`src/rtl/imp_pkg.sv`:
```
// Shared constants, codes and transfer types of the isometric mouse picker.
package imp_pkg;

  localparam int PTR_W   = 12;
  localparam int COORD_W = 16;
  localparam int WORLD_W = 18;
  localparam int MAG_W   = 17;
  localparam int DIV_W   = 7;
  localparam int TILE_W  = 19;
  localparam int CODE_W  = 3;
  localparam int LIDX_W  = 12;
  localparam int FIDX_W  = 14;
  localparam int QDEPTH  = 4;
  localparam int ADDR_W  = 4;
  localparam int DATA_W  = 32;

  typedef enum logic [CODE_W-1:0] {
    REGION_CENTRE = 3'd0,
    REGION_NW     = 3'd1,
    REGION_NE     = 3'd2,
    REGION_SW     = 3'd3,
    REGION_SE     = 3'd4
  } region_t;

  typedef enum logic [1:0] {
    REG_CELL_WIDTH  = 2'd0,
    REG_CELL_HEIGHT = 2'd1,
    REG_REFERENCE_X = 2'd2,
    REG_REFERENCE_Y = 2'd3
  } cfg_reg_t;

  typedef struct packed {
    logic [DIV_W-1:0]          cell_w;
    logic [DIV_W-1:0]          cell_h;
    logic signed [COORD_W-1:0] ref_x;
    logic signed [COORD_W-1:0] ref_y;
  } imp_cfg_t;

  typedef struct packed {
    logic              mode;
    logic              neg_x;
    logic [MAG_W-1:0]  mag_x;
    logic              neg_y;
    logic [MAG_W-1:0]  mag_y;
    logic [LIDX_W-1:0] entry_index;
    logic [CODE_W-1:0] entry_code;
  } imp_job_t;

endpackage

```
`src/rtl/imp_cfg.sv`:
```
// APB-style configuration registers with divisor zero handling.
module imp_cfg (
  input  logic                         clk,
  input  logic                         rst_n,
  input  logic                         psel,
  input  logic                         penable,
  input  logic                         pwrite,
  input  logic [imp_pkg::ADDR_W-1:0]   paddr,
  input  logic [imp_pkg::DATA_W-1:0]   pwdata,
  output logic [imp_pkg::DATA_W-1:0]   prdata,
  output logic                         pready,
  output imp_pkg::imp_cfg_t            cfg
);

  logic [imp_pkg::DIV_W-1:0]          cell_width_r;
  logic [imp_pkg::DIV_W-1:0]          cell_height_r;
  logic signed [imp_pkg::COORD_W-1:0] reference_x_r;
  logic signed [imp_pkg::COORD_W-1:0] reference_y_r;
  logic                               wr_en;
  imp_pkg::cfg_reg_t                  sel;

  assign pready = 1'b1;
  assign wr_en  = psel && penable && pwrite;
  assign sel    = imp_pkg::cfg_reg_t'(paddr[3:2]);

  always_ff @(posedge clk) begin
    if (!rst_n) begin
      cell_width_r  <= imp_pkg::DIV_W'(64);
      cell_height_r <= imp_pkg::DIV_W'(32);
      reference_x_r <= '0;
      reference_y_r <= '0;
    end else if (wr_en) begin
      case (sel)
        imp_pkg::REG_CELL_WIDTH:  cell_width_r  <= pwdata[imp_pkg::DIV_W-1:0];
        imp_pkg::REG_CELL_HEIGHT: cell_height_r <= pwdata[imp_pkg::DIV_W-1:0];
        imp_pkg::REG_REFERENCE_X: reference_x_r <= pwdata[imp_pkg::COORD_W-1:0];
        imp_pkg::REG_REFERENCE_Y: reference_y_r <= pwdata[imp_pkg::COORD_W-1:0];
        default: ;
      endcase
    end
  end

  always_comb begin
    case (sel)
      imp_pkg::REG_CELL_WIDTH:  prdata = imp_pkg::DATA_W'(cell_width_r);
      imp_pkg::REG_CELL_HEIGHT: prdata = imp_pkg::DATA_W'(cell_height_r);
      imp_pkg::REG_REFERENCE_X: prdata = imp_pkg::DATA_W'(reference_x_r);
      imp_pkg::REG_REFERENCE_Y: prdata = imp_pkg::DATA_W'(reference_y_r);
      default:                  prdata = '0;
    endcase
  end

  // zero divisor divides as one
  assign cfg.cell_w = (cell_width_r == '0) ? imp_pkg::DIV_W'(1) : cell_width_r;
  assign cfg.cell_h = (cell_height_r == '0) ? imp_pkg::DIV_W'(1) : cell_height_r;
  assign cfg.ref_x  = reference_x_r;
  assign cfg.ref_y  = reference_y_r;

endmodule

```
`config.mk`:
```
export PLATFORM = sky130hd
export DESIGN_NAME = imp_cfg
export DESIGN_NICKNAME = d
export VERILOG_FILES = /design/src/rtl/imp_pkg.sv /design/src/rtl/imp_cfg.sv
export SDC_FILE = /design/constraint.sdc
export NUM_CORES = 1
export LEC_CHECK = 0
export BUFFER_PORTS_ARGS = -buffer_cell sky130_fd_sc_hd__buf_4
export CAP_MARGIN = 20
export CELL_PAD_IN_SITES_DETAIL_PLACEMENT = 1
export CELL_PAD_IN_SITES_GLOBAL_PLACEMENT = 1
export CORE_ASPECT_RATIO = 0.8
export CORE_MARGIN = 2
export CORE_UTILIZATION = 33
export DETAILED_ROUTE_END_ITERATION = 8
export GPL_TIMING_DRIVEN = 0
export PLACE_DENSITY = 0.86
export SYNTH_ARGS = -nofsm -noshare
export SYNTH_HDL_FRONTEND = slang
export SYNTH_SLANG_ARGS = --single-unit
```
`constraint.sdc`:
```
create_clock -name clk -period 1.85 [get_ports clk]
set_input_delay 0.185 -clock clk [delete_from_list [all_inputs] [get_ports clk]]
set_output_delay 0.185 -clock clk [all_outputs]
set_load 0.02 [all_outputs]
```
==> flow_results.org <==
** Run status
- The flow ran to the end, and the final reports show no timing, DRC or antenna violations.

** Setup path
- Traced cell by cell, the critical path runs through mux2i_1, nor2b_4, buf_4, buf_4.
- Worst path depth :: 4
- The worst setup path is of the reg2out kind.
- CP max stage delay :: 0.38 ns
- For the worst setup path, the data required time is 1.66 ns.
- RR Startpoint :: cell_width_r[3]
- In this design, the largest share of critical-path delay is due to flip-flops.
- In this run the register-to-register setup slack is 1.11 ns.
- The most critical setup path has its startpoint at reference_y_r[15].
- Crit path capture type :: primary output
- Number of cells on the worst reg-to-reg path :: 2
- In this run the worst path has a maximum fanout of 17.
- Most Frequent Cell on Critical Path :: buf_4
- Signal arrival time at the worst endpoint :: 1.41 ns
- The worst setup path is launched from a register.
- The endpoint identified for the worst register-to-register timing path is cell_width_r[3].
- Critical path buffer and inverter count :: 2
- CP max stage cell :: dfxtp_1

** Logic synthesis
- Sequential area share after synthesis :: 39.25%
- Share of async-settable or async-resettable flops after synthesis :: 0%
- Yosys mapped the design onto 21 distinct sky130hd cell types.
- Most instantiated library cell after synthesis :: nand2_1
- Yosys mapped a number of flops with a built-in enable equal to 0.
- Mapped Area :: 2346 um^2
- Share of synthesized cell area in full adder, half adder and majority cells :: 0%
- After technology mapping, the gate count stands at 238.
- Most frequent cells after synthesis :: nand2_1, mux2i_1, dfxtp_1
- The number of nets in the synthesized netlist is 279.
- By area, the combinational part of the netlist is dominated by multiplexers.
- Number of storage elements in the synthesis netlist :: 46
- Post-synth top flop :: dfxtp_1
- Area fraction in and, or, nand and nor cells after synthesis :: 16.69%
- Dividing the synthesized area by the synthesized cell count gives 9.857 um^2.
- During synthesis, Yosys emitted a total of 0 warnings.
- Fraction of synthesized cell area in xor and xnor cells :: 0%
- Yosys top cell area share :: 39.25%
- The largest total area in the synthesized netlist belongs to dfxtp_1.
- Fraction of the mapped netlist area in compound gates :: 0.6400%
- Area contributors post-synth :: dfxtp_1, mux2i_1, nand2_1
- The portion of synthesized area spent on multiplexers is 30.99%.

** Power
- IR analysis of the VDD net gives a maximum drop of 0.0002755 V.
- Summing internal, switching and leakage power gives 1.829 mW.
- The analysis attributes to cell leakage a power of 1.631 nW.
- For this design the ratio of total power to cell area is 558.7 nW/um^2.

** Placed design
- Port Buf Inserts :: 98
- RD Place Congestion :: 0.8154
- Timing analysis after detailed placement gives a worst setup slack of 0.1037 ns.
- Once placement finished, the instance area stood at 3193 um^2.
- Half-perimeter wire length after placement :: 5.581 mm

** STA
- Maximum clock rate :: 626.9 MHz
- Setup violations remaining at the end of the flow were counted as 0.
- Final Cycle Share :: 86.23%
- Setup repair after global routing left no endpoint under its margin.
- In this run the tightest slew margin relative to its limit is 61.47%.
- Worst clock skew on the final layout :: 0 ns
- Number of pins with negative max-slew slack in the final report :: 0
- Transition time of the tightest slew-check pin :: 0.5779 ns
- Setup TNS :: 0 ns
- Final critical delay including setup and external delays :: 1.595 ns
- The final hold violation count came to 0.
- Once routing completed, OpenROAD measured the worst setup slack at 0.2548 ns.

** Floorplan
- Number of cell rows :: 27
- The die is 98.27 um wide.
- The floorplan step defined a die boundary enclosing 7804 um^2.
- Once the floorplan was initialized, standard cells occupied 34.04% of the core.
- During I/O placement, the number of pins put on the boundary was 120.
- Die Y :: 79.42 um
- Core region area :: 6892 um^2

** CTS
- TritonCTS created 5 clock buffers.
- The tree built by TritonCTS fans out to 46 sinks.
- After clock tree synthesis, the clock-pin slew on the worst setup and hold paths is 0.08 ns.
- The clock tree synthesis step divided the H-tree into 2 levels.
- Buffers added to address setup during post-CTS repair amount to 0.
- Clock insertion delay at the later pin of the skew report :: 0.29 ns
- The tree is rooted in a clkbuf_8.
- The longest clock path from root to sink contains 2 buffers.
- TritonCTS built the clock tree.

** Hold path
- Min-Delay Startpoint :: pwdata[5]
- Hold Path Sink :: cell_height_r[5]
- Counting instances, the worst hold path has a depth of 3.
- Min-delay worst type :: in2reg

** Cells and area
- Ratio of cells with drive above 1 in the final layout :: 39.94%
- The number of antenna diodes in the final layout is 0.
- For this run, the post-layout net count is 384.
- Layout overhead on the synthesized area :: 39.57%
- Area used by sequential logic in the layout :: 920.9 um^2
- Cell area after layout :: 3274 um^2
- Area of combinational cells with multiple inputs :: 1145 um^2
- Number of fill cells :: 844

** Routing
- Remaining DRCs :: 0
- Dividing the detail-routed wire length by the instance count gives 16.90 um.
- In this run the remaining antenna-violating nets after routing total 0.
- Sum of routed wire length over all layers :: 7.265 mm
- After detailed routing, the number of vias per cell comes to 4.709.
- Vias post-DR :: 2025
- Number of optimization iterations in the first detailed-route pass :: 5
- Drt initial violations :: 60

** Global routing
- Largest net degree at the start of global routing :: 18
- Grt total ovfl :: 0
- Antenna violations before repair :: 0
- Global routing used 18.53% of the available tracks.
- First-pass GRT wire length :: 11.36 mm
- Via count of the first global-routing pass :: 2161

** Run
- Reported max-cap violation count :: 0
[through the flow]
| step | instances | hold slack [ns] | utilization [%] |
|---|---|---|---|
| 5_1_grt | 430 | 0.1832 | 47.51 |
| 4_1_cts | 430 | 0.1667 | 47.44 |
| 6_report | 430 | 0.1711 | 47.51 |
| 3_5_place_dp | 423 | 0.4670 | 46.33 |
| 2_1_floorplan | 238 | 0.3454 | - |
| 3_3_place_gp | 423 | 0.4496 | 46.33 |
[layout by cell type (no fill, tap or decap), types with 2 or more instances in the layout]
cell type,count
mux4_1,5
dfxtp_1,46
buf_2,4
nor2b_1,12
buf_6,4
nor4_1,2
clkbuf_1,18
mux4_2,2
nand2_1,60
clkbuf_8,5
mux2i_1,55
a21o_1,2
buf_4,117
nor2_1,2
[area by class of cell]
| class | count | share of cell area, % |
|---|---|---|
| Sequential cell | 46 | 28.12 |
| Buffer | 44 | 8.789 |
| Tap cell | 87 | 3.324 |
| Clock buffer | 7 | 2.331 |
| Multi-Input combinational cell | 148 | 34.96 |
| Timing Repair Buffer | 98 | 22.47 |
[logic make-up (layout without fill, tap and decap cells)]
group | Yosys count | in the layout
other cells | 1 | 1
mux | 62 | 62
flops | 46 | 46
buf+inv | 44 | 149
simple gates | 83 | 83
compound gates | 2 | 2
[layer usage]
metal  GRT usage, %  wire length, um
met4          3.699               23
met2          32.26             3630
met3          3.327              375
met5              0                0
met1          24.38             3236
[flip-flops by register name, indices dropped and copies added, names as in the netlist]
register and cells:
reference_y_r 16, cell_width_r 7, reference_x_r 16, cell_height_r 7
[power breakdown]
group	switching (mW)	internal (mW)	leakage (nW)
clock network	0.306	0.261	0.0383
registers	0.0119	1.00	0.371
logic	0.136	0.113	1.22
total	0.454	1.38	1.63
[worst max path at each step]
stage | to | slack [ns]
floorplan | prdata[16] | 0.32
CTS | prdata[23] | 0.05
finish | prdata[23] | 0.25
global placement | prdata[27] | 0.20
global route | prdata[30] | 0.16
detailed placement | prdata[23] | 0.10
[tightest hold or removal path, stage by stage]
cell	delay, ns
buf_4	0.08
nor2b_1	0.03
mux2i_1	0.11
[what timing repair did]
item,in CTS,in global routing
setup endpoints to repair,0,16
gates resized for setup,0,1
hold endpoints to repair,0,0
hold buffers,0,0
No activity file was read; power rests on OpenSTA's default activity.
