--- config.mk ---
export PLATFORM = sky130hd
export DESIGN_NAME = imp_front_flat
export DESIGN_NICKNAME = d
export VERILOG_FILES = /design/src/rtl/imp_pkg.sv /design/src/rtl/imp_if.sv /design/src/rtl/imp_front.sv /design/src/flat_wrapper.sv
export SDC_FILE = /design/constraint.sdc
export NUM_CORES = 1
export LEC_CHECK = 0
export BUFFER_PORTS_ARGS = -buffer_cell sky130_fd_sc_hd__buf_2
export CELL_PAD_IN_SITES_DETAIL_PLACEMENT = 1
export CELL_PAD_IN_SITES_GLOBAL_PLACEMENT = 1
export CORE_ASPECT_RATIO = 0.8
export CORE_MARGIN = 2
export CORE_UTILIZATION = 40
export CTS_CLUSTER_DIAMETER = 100
export CTS_CLUSTER_SIZE = 12
export DETAILED_ROUTE_END_ITERATION = 12
export GPL_TIMING_DRIVEN = 0
export PLACE_DENSITY_LB_ADDON = 0.2
export SLEW_MARGIN = 30
export SYNTH_ARGS = -nofsm -noshare
export SYNTH_HDL_FRONTEND = slang
export SYNTH_SLANG_ARGS = --single-unit
--- constraint.sdc ---
create_clock -name clk -period 4.25 [get_ports clk]
set_clock_uncertainty 0.15 [all_clocks]
set_input_delay 0.2125 -clock clk [delete_from_list [all_inputs] [get_ports clk]]
set_output_delay 0.2125 -clock clk [all_outputs]
set_load 0.02 [all_outputs]
--- src/rtl/imp_pkg.sv ---
// Shared constants, codes and transfer types of the isometric mouse picker.
package imp_pkg;

  localparam int PTR_W   = 12;
  localparam int COORD_W = 16;
  localparam int WORLD_W = 18;
  localparam int MAG_W   = 17;
  localparam int DIV_W   = 7;
  localparam int TILE_W  = 19;
  localparam int CODE_W  = 3;
  localparam int LIDX_W  = 12;
  localparam int FIDX_W  = 14;
  localparam int QDEPTH  = 4;
  localparam int ADDR_W  = 4;
  localparam int DATA_W  = 32;

  typedef enum logic [CODE_W-1:0] {
    REGION_CENTRE = 3'd0,
    REGION_NW     = 3'd1,
    REGION_NE     = 3'd2,
    REGION_SW     = 3'd3,
    REGION_SE     = 3'd4
  } region_t;

  typedef enum logic [1:0] {
    REG_CELL_WIDTH  = 2'd0,
    REG_CELL_HEIGHT = 2'd1,
    REG_REFERENCE_X = 2'd2,
    REG_REFERENCE_Y = 2'd3
  } cfg_reg_t;

  typedef struct packed {
    logic [DIV_W-1:0]          cell_w;
    logic [DIV_W-1:0]          cell_h;
    logic signed [COORD_W-1:0] ref_x;
    logic signed [COORD_W-1:0] ref_y;
  } imp_cfg_t;

  typedef struct packed {
    logic              mode;
    logic              neg_x;
    logic [MAG_W-1:0]  mag_x;
    logic              neg_y;
    logic [MAG_W-1:0]  mag_y;
    logic [LIDX_W-1:0] entry_index;
    logic [CODE_W-1:0] entry_code;
  } imp_job_t;

endpackage

--- src/rtl/imp_if.sv ---
// Valid/ready channel interfaces for pick/load items and tile results.
interface imp_in_if;
  logic                                    valid;
  logic                                    ready;
  logic                                    mode;
  logic [imp_pkg::PTR_W-1:0]               pointer_x;
  logic [imp_pkg::PTR_W-1:0]               pointer_y;
  logic signed [imp_pkg::COORD_W-1:0]      anchor_x;
  logic signed [imp_pkg::COORD_W-1:0]      anchor_y;
  logic [imp_pkg::LIDX_W-1:0]              entry_index;
  logic [imp_pkg::CODE_W-1:0]              entry_code;

  modport source (output valid, mode, pointer_x, pointer_y, anchor_x, anchor_y,
                  entry_index, entry_code, input ready);
  modport sink (input valid, mode, pointer_x, pointer_y, anchor_x, anchor_y,
                entry_index, entry_code, output ready);
endinterface


--- src/rtl/imp_front.sv ---
// Front end: world position, sign split and the item queue.
module imp_front (
  input  logic              clk,
  input  logic              rst_n,
  imp_in_if.sink            in_ch,
  input  imp_pkg::imp_cfg_t cfg,
  output imp_pkg::imp_job_t job,
  output logic              job_valid,
  input  logic              job_pop
);

  localparam int PW = $clog2(imp_pkg::QDEPTH);
  localparam int CW = $clog2(imp_pkg::QDEPTH + 1);

  imp_pkg::imp_job_t                  q_r [imp_pkg::QDEPTH];
  logic [PW-1:0]                      wr_ptr_r, rd_ptr_r;
  logic [CW-1:0]                      count_r;
  logic signed [imp_pkg::WORLD_W-1:0] wx, wy, ax, ay;
  imp_pkg::imp_job_t                  push_job;
  logic                               push;

  assign wx = imp_pkg::WORLD_W'({1'b0, in_ch.pointer_x}) + imp_pkg::WORLD_W'(in_ch.anchor_x)
            - imp_pkg::WORLD_W'(cfg.ref_x);
  assign wy = imp_pkg::WORLD_W'({1'b0, in_ch.pointer_y}) + imp_pkg::WORLD_W'(in_ch.anchor_y)
            - imp_pkg::WORLD_W'(cfg.ref_y);
  assign ax = wx[imp_pkg::WORLD_W-1] ? -wx : wx;
  assign ay = wy[imp_pkg::WORLD_W-1] ? -wy : wy;

  always_comb begin
    push_job.mode        = in_ch.mode;
    push_job.neg_x       = wx[imp_pkg::WORLD_W-1];
    push_job.mag_x       = ax[imp_pkg::MAG_W-1:0];
    push_job.neg_y       = wy[imp_pkg::WORLD_W-1];
    push_job.mag_y       = ay[imp_pkg::MAG_W-1:0];
    push_job.entry_index = in_ch.entry_index;
    push_job.entry_code  = in_ch.entry_code;
  end

  assign in_ch.ready = (count_r != CW'(imp_pkg::QDEPTH));
  assign push        = in_ch.valid && in_ch.ready;
  assign job_valid   = (count_r != '0);
  assign job         = q_r[rd_ptr_r];

  always_ff @(posedge clk) begin
    if (push) q_r[wr_ptr_r] <= push_job;
  end

  always_ff @(posedge clk) begin
    if (!rst_n) begin
      wr_ptr_r <= '0;
      rd_ptr_r <= '0;
      count_r  <= '0;
    end else begin
      if (push) wr_ptr_r <= wr_ptr_r + 1'b1;
      if (job_pop) rd_ptr_r <= rd_ptr_r + 1'b1;
      count_r <= count_r + CW'(push) - CW'(job_pop);
    end
  end

endmodule

--- src/flat_wrapper.sv ---
// flat-port wrapper written by rule: the top's interface ports become plain ports
module imp_front_flat 
  (clk, rst_n, cfg, job, job_valid, job_pop, in_ch_valid, in_ch_mode, in_ch_pointer_x, in_ch_pointer_y, in_ch_anchor_x, in_ch_anchor_y, in_ch_entry_index, in_ch_entry_code, in_ch_ready);
  imp_in_if in_ch_i ();
  input  logic clk;
  input  logic rst_n;
  input  imp_pkg::imp_cfg_t cfg;
  output imp_pkg::imp_job_t job;
  output logic job_valid;
  input  logic job_pop;
  input wire logic [$bits(in_ch_i.valid)-1:0] in_ch_valid;
  input wire logic [$bits(in_ch_i.mode)-1:0] in_ch_mode;
  input wire logic [$bits(in_ch_i.pointer_x)-1:0] in_ch_pointer_x;
  input wire logic [$bits(in_ch_i.pointer_y)-1:0] in_ch_pointer_y;
  input wire logic [$bits(in_ch_i.anchor_x)-1:0] in_ch_anchor_x;
  input wire logic [$bits(in_ch_i.anchor_y)-1:0] in_ch_anchor_y;
  input wire logic [$bits(in_ch_i.entry_index)-1:0] in_ch_entry_index;
  input wire logic [$bits(in_ch_i.entry_code)-1:0] in_ch_entry_code;
  output wire logic [$bits(in_ch_i.ready)-1:0] in_ch_ready;
  assign in_ch_i.valid = in_ch_valid;
  assign in_ch_i.mode = in_ch_mode;
  assign in_ch_i.pointer_x = in_ch_pointer_x;
  assign in_ch_i.pointer_y = in_ch_pointer_y;
  assign in_ch_i.anchor_x = in_ch_anchor_x;
  assign in_ch_i.anchor_y = in_ch_anchor_y;
  assign in_ch_i.entry_index = in_ch_entry_index;
  assign in_ch_i.entry_code = in_ch_entry_code;
  assign in_ch_ready = in_ch_i.ready;
  imp_front u_core (.clk(clk), .rst_n(rst_n), .in_ch(in_ch_i), .cfg(cfg), .job(job), .job_valid(job_valid), .job_pop(job_pop));
endmodule
==> flow_summary.yaml <==
finish:
  layout_commonest_cell: "edfxtp_1"
  drive_above_1_share: 0.272
  nets: 1236
  area_growth_pct: 18.8
  design_area_um2: 13800
  num-fill-cells: 2944
  stdcell_count: 1417
  antenna_cells: 0
  postLayoutCoreUtil: 0.486
  layout_common_cells: "edfxtp_1 (208), buf_2 (167), inv_1 (125), mux4_2 (52), ha_1 (52)"
die:
  placementRows: 55
  die_h_um: 157
  die_x_um: 195
  initial_core_util: 0.409
  design.die.area_um2: 30500
  io_pins: 176
  coreArea_um2: 28400
cts:
  clock_latency_ns: 0.50
  cts_max_path_buffers: 3
  cts-root-buf: "clkbuf_16"
  cts_made_buffers: 22
  htree_levels: 1
  cts_tree: "built"
  cts.clk_slew.worst_paths_ns: 0.06
  clock-sinks: 217
place:
  port_buffers: 161
  gp_congestion: 0.783
  placed_cells: 1364
  hpwlAfterDp_um: 18700
  placed_area_um2: 13000
worst_setup_path:
  setup.worst_path.start_class: "primary input"
  path_max_fanout: 5
  cp.required_ns: 4.38
  path_class: "primary input to flop"
  slowest_delay_ns: 0.62
  crit_arrival_ns: 3.75
  end_kind: "flop"
  cp_cell_sequence: "buf_2 -> inv_1 -> fa_1 -> inv_1 -> ha_1 -> nor2b_1 -> o21a_1 -> o31ai_1 -> a21oi_1 -> o21a_1 -> o31ai_1 -> a41oi_2 -> xnor2_1"
  cpMaxStageDelayCell: "o31ai_1"
routing:
  avgViaCountPerCell: 5.08
  drt-pass1-iter-count: 5
  routedWlPerCell_um: 17.8
  wirelength_um: 25300
  ant_nets: 0
  vias: 7197
  drc: 0
  drt_iter0_drc: 315
timing:
  setup_tns_ns: 0
  slew_headroom: 0.441
  worstMarginPinSlew_ns: 0.838
  period_minus_slack_ns: 3.62
  rsz0062_at_grt: "false"
  drv_slew: 0
  layout_worst_path_cycle_share: 0.852
  hold_viol: 0
  setup_viol: 0
  timing.fmax_mhz: 276
power_and_ir_drop:
  p_sw_frac: 0.324
  p_int_mw: 4.87
  combPwrFrac: 0.343
  clock_power_share: 0.239
  sequentialPowerShare: 0.418
  p_leak_nw: 5.32
  vdd_ir_drop_max_mv: 0.239
  p_per_area_nw_per_um2: 522
  netSwitchingPower_mw: 2.34
  total_power_mw: 7.21
grt:
  grt_pass1_wl_um: 40800
  antenna_found_initial: 0
  gr-total-overflow: 0
  grt_max_degree: 29
  grt.total_usage: 0.169
  grt_pass1_vias: 7569
synthesis:
  ys_types: 73
  yosysWarningCount: 0
  syn_nets: 1028
  async_flop_share: 0
  syn_area_um2: 11600
  synth_area_per_cell_um2: 14.0
  seq_area_frac_synth: 0.552
  synth-edff-count: 208
  ys_seq_elements: 217
  synth_flop_cell: "edfxtp_1"
  synth_cells: 829
min_path:
  hold_class: "primary input to flop"
run_status:
  outcome: "complete, no violations"
run:
  drv_cap: 0
-- metal layers --
layer	global-route usage	up-vias	part of all wire	routed length [um]
li1	-	3478	-	-
met1	0.249	3559	0.49	12400
met2	0.278	141	0.46	11700
met3	0.0207	19	0.039	986
met4	0.0216	0	0.0083	210
met5	0	-	0	0
-- power by group through the flow --
stage               Clock [mW]  Combinational [mW]  Sequential (mW)
floorplan                    0                1.75             3.03
global placement             0                2.39             3.06
detailed placement           0                2.48             3.06
CTS                       1.76                2.51             3.02
global route              1.84                2.74             3.04
finish                    1.72                2.47             3.01
-- cell type report --
class / instances / area (um^2) / share of cell area
flip-flops and latches: 217 / 6430 / 0.465
multi-input cells: 461 / 4630 / 0.335
repair buffers: 184 / 1080 / 0.0778
clock buffers: 33 / 613 / 0.0444
inverters: 126 / 473 / 0.0342
well taps: 370 / 463 / 0.0335
plain buffers: 25 / 126 / 0.00914
clock inverters: 1 / 11.3 / 0.000815
-- sequential cells by signal, summed over array words and instances (netlist names), named ones only --
signal and flops:
u_core.rd_ptr_r 2, u_core.count_r 3, u_core.wr_ptr_r 2, u_core.q_r 208
-- metrics by stage --
| step | hold WS [ns] | worst slack [ns] |
|---|---|---|
| finish | 0.00496 | 0.630 |
| global route | 0.0347 | 0.444 |
| CTS | 0.0111 | 0.724 |
| detailed placement | 0.288 | 0.222 |
| global placement | 0.281 | 0.241 |
| floorplan | 0.161 | 0.924 |
-- worst paths after layout --
kind,start,endpoint,slack [ns],cells past startpoint
max,in_ch_anchor_x[2],u_core.q_r[3][49],0.63,13
min,in_ch_anchor_y[0],u_core.q_r[0][15],0.005,2
min reg2reg,u_core.rd_ptr_r[1],flop,0.45,2
max reg2reg,u_core.count_r[1],u_core.count_r[2],1.92,10
-- worst max-delay path, delay by kind of cell --
| kind | cells | cell delay [ns] |
|---|---|---|
| AO/OA/AOI/OAI | 6 | 1.95 |
| XOR/XNOR | 1 | 0.33 |
| adder cells (fa/ha/maj) | 2 | 0.90 |
| buffers and inverters | 3 | 0.16 |
| AND/OR/NAND/NOR | 1 | 0.20 |
-- cells by family after synthesis --
family / after synthesis / share of synthesized area
flip-flops: 217 / 0.552
buffers and inverters: 151 / 0.0512
AND/OR/NAND/NOR: 145 / 0.0703
AO/OA/AOI/OAI: 130 / 0.0837
adder cells (fa/ha/maj): 77 / 0.0989
XOR/XNOR: 56 / 0.0422
multiplexers: 53 / 0.102
-- synthesized netlist by cell type, types with 6 or more instances --
master    instances  area share
clkbuf_1         11      0.0035
nand3_1          11      0.0047
a21oi_1          31       0.013
nor3_1           10      0.0043
o21ai_1           7      0.0030
nor2_1           31       0.010
dfxtp_1           9       0.015
o21ai_0          13      0.0056
inv_1           125       0.040
or3_1             6      0.0032
o21a_1            8      0.0052
and3_1            9      0.0048
xnor2_1          44       0.033
a211oi_1          6      0.0039
nand2b_1         10      0.0054
edfxtp_1        208        0.54
a31oi_1           7      0.0038
o31ai_1           7      0.0045
ha_1             52       0.056
nand2_1          19      0.0061
mux4_2           52        0.10
fa_1             25       0.043
a21oi_2           6      0.0045
xor2_1           12      0.0090
and2_1            8      0.0043
a21o_1            7      0.0045
nor2b_1          12      0.0065
-- what timing repair did --
item	CTS	global route
gates resized for setup	0	0
hold buffers	19	0
hold endpoints to repair	73	0
buffers inserted	0	0
No activity file was read; power rests on OpenSTA's default activity.
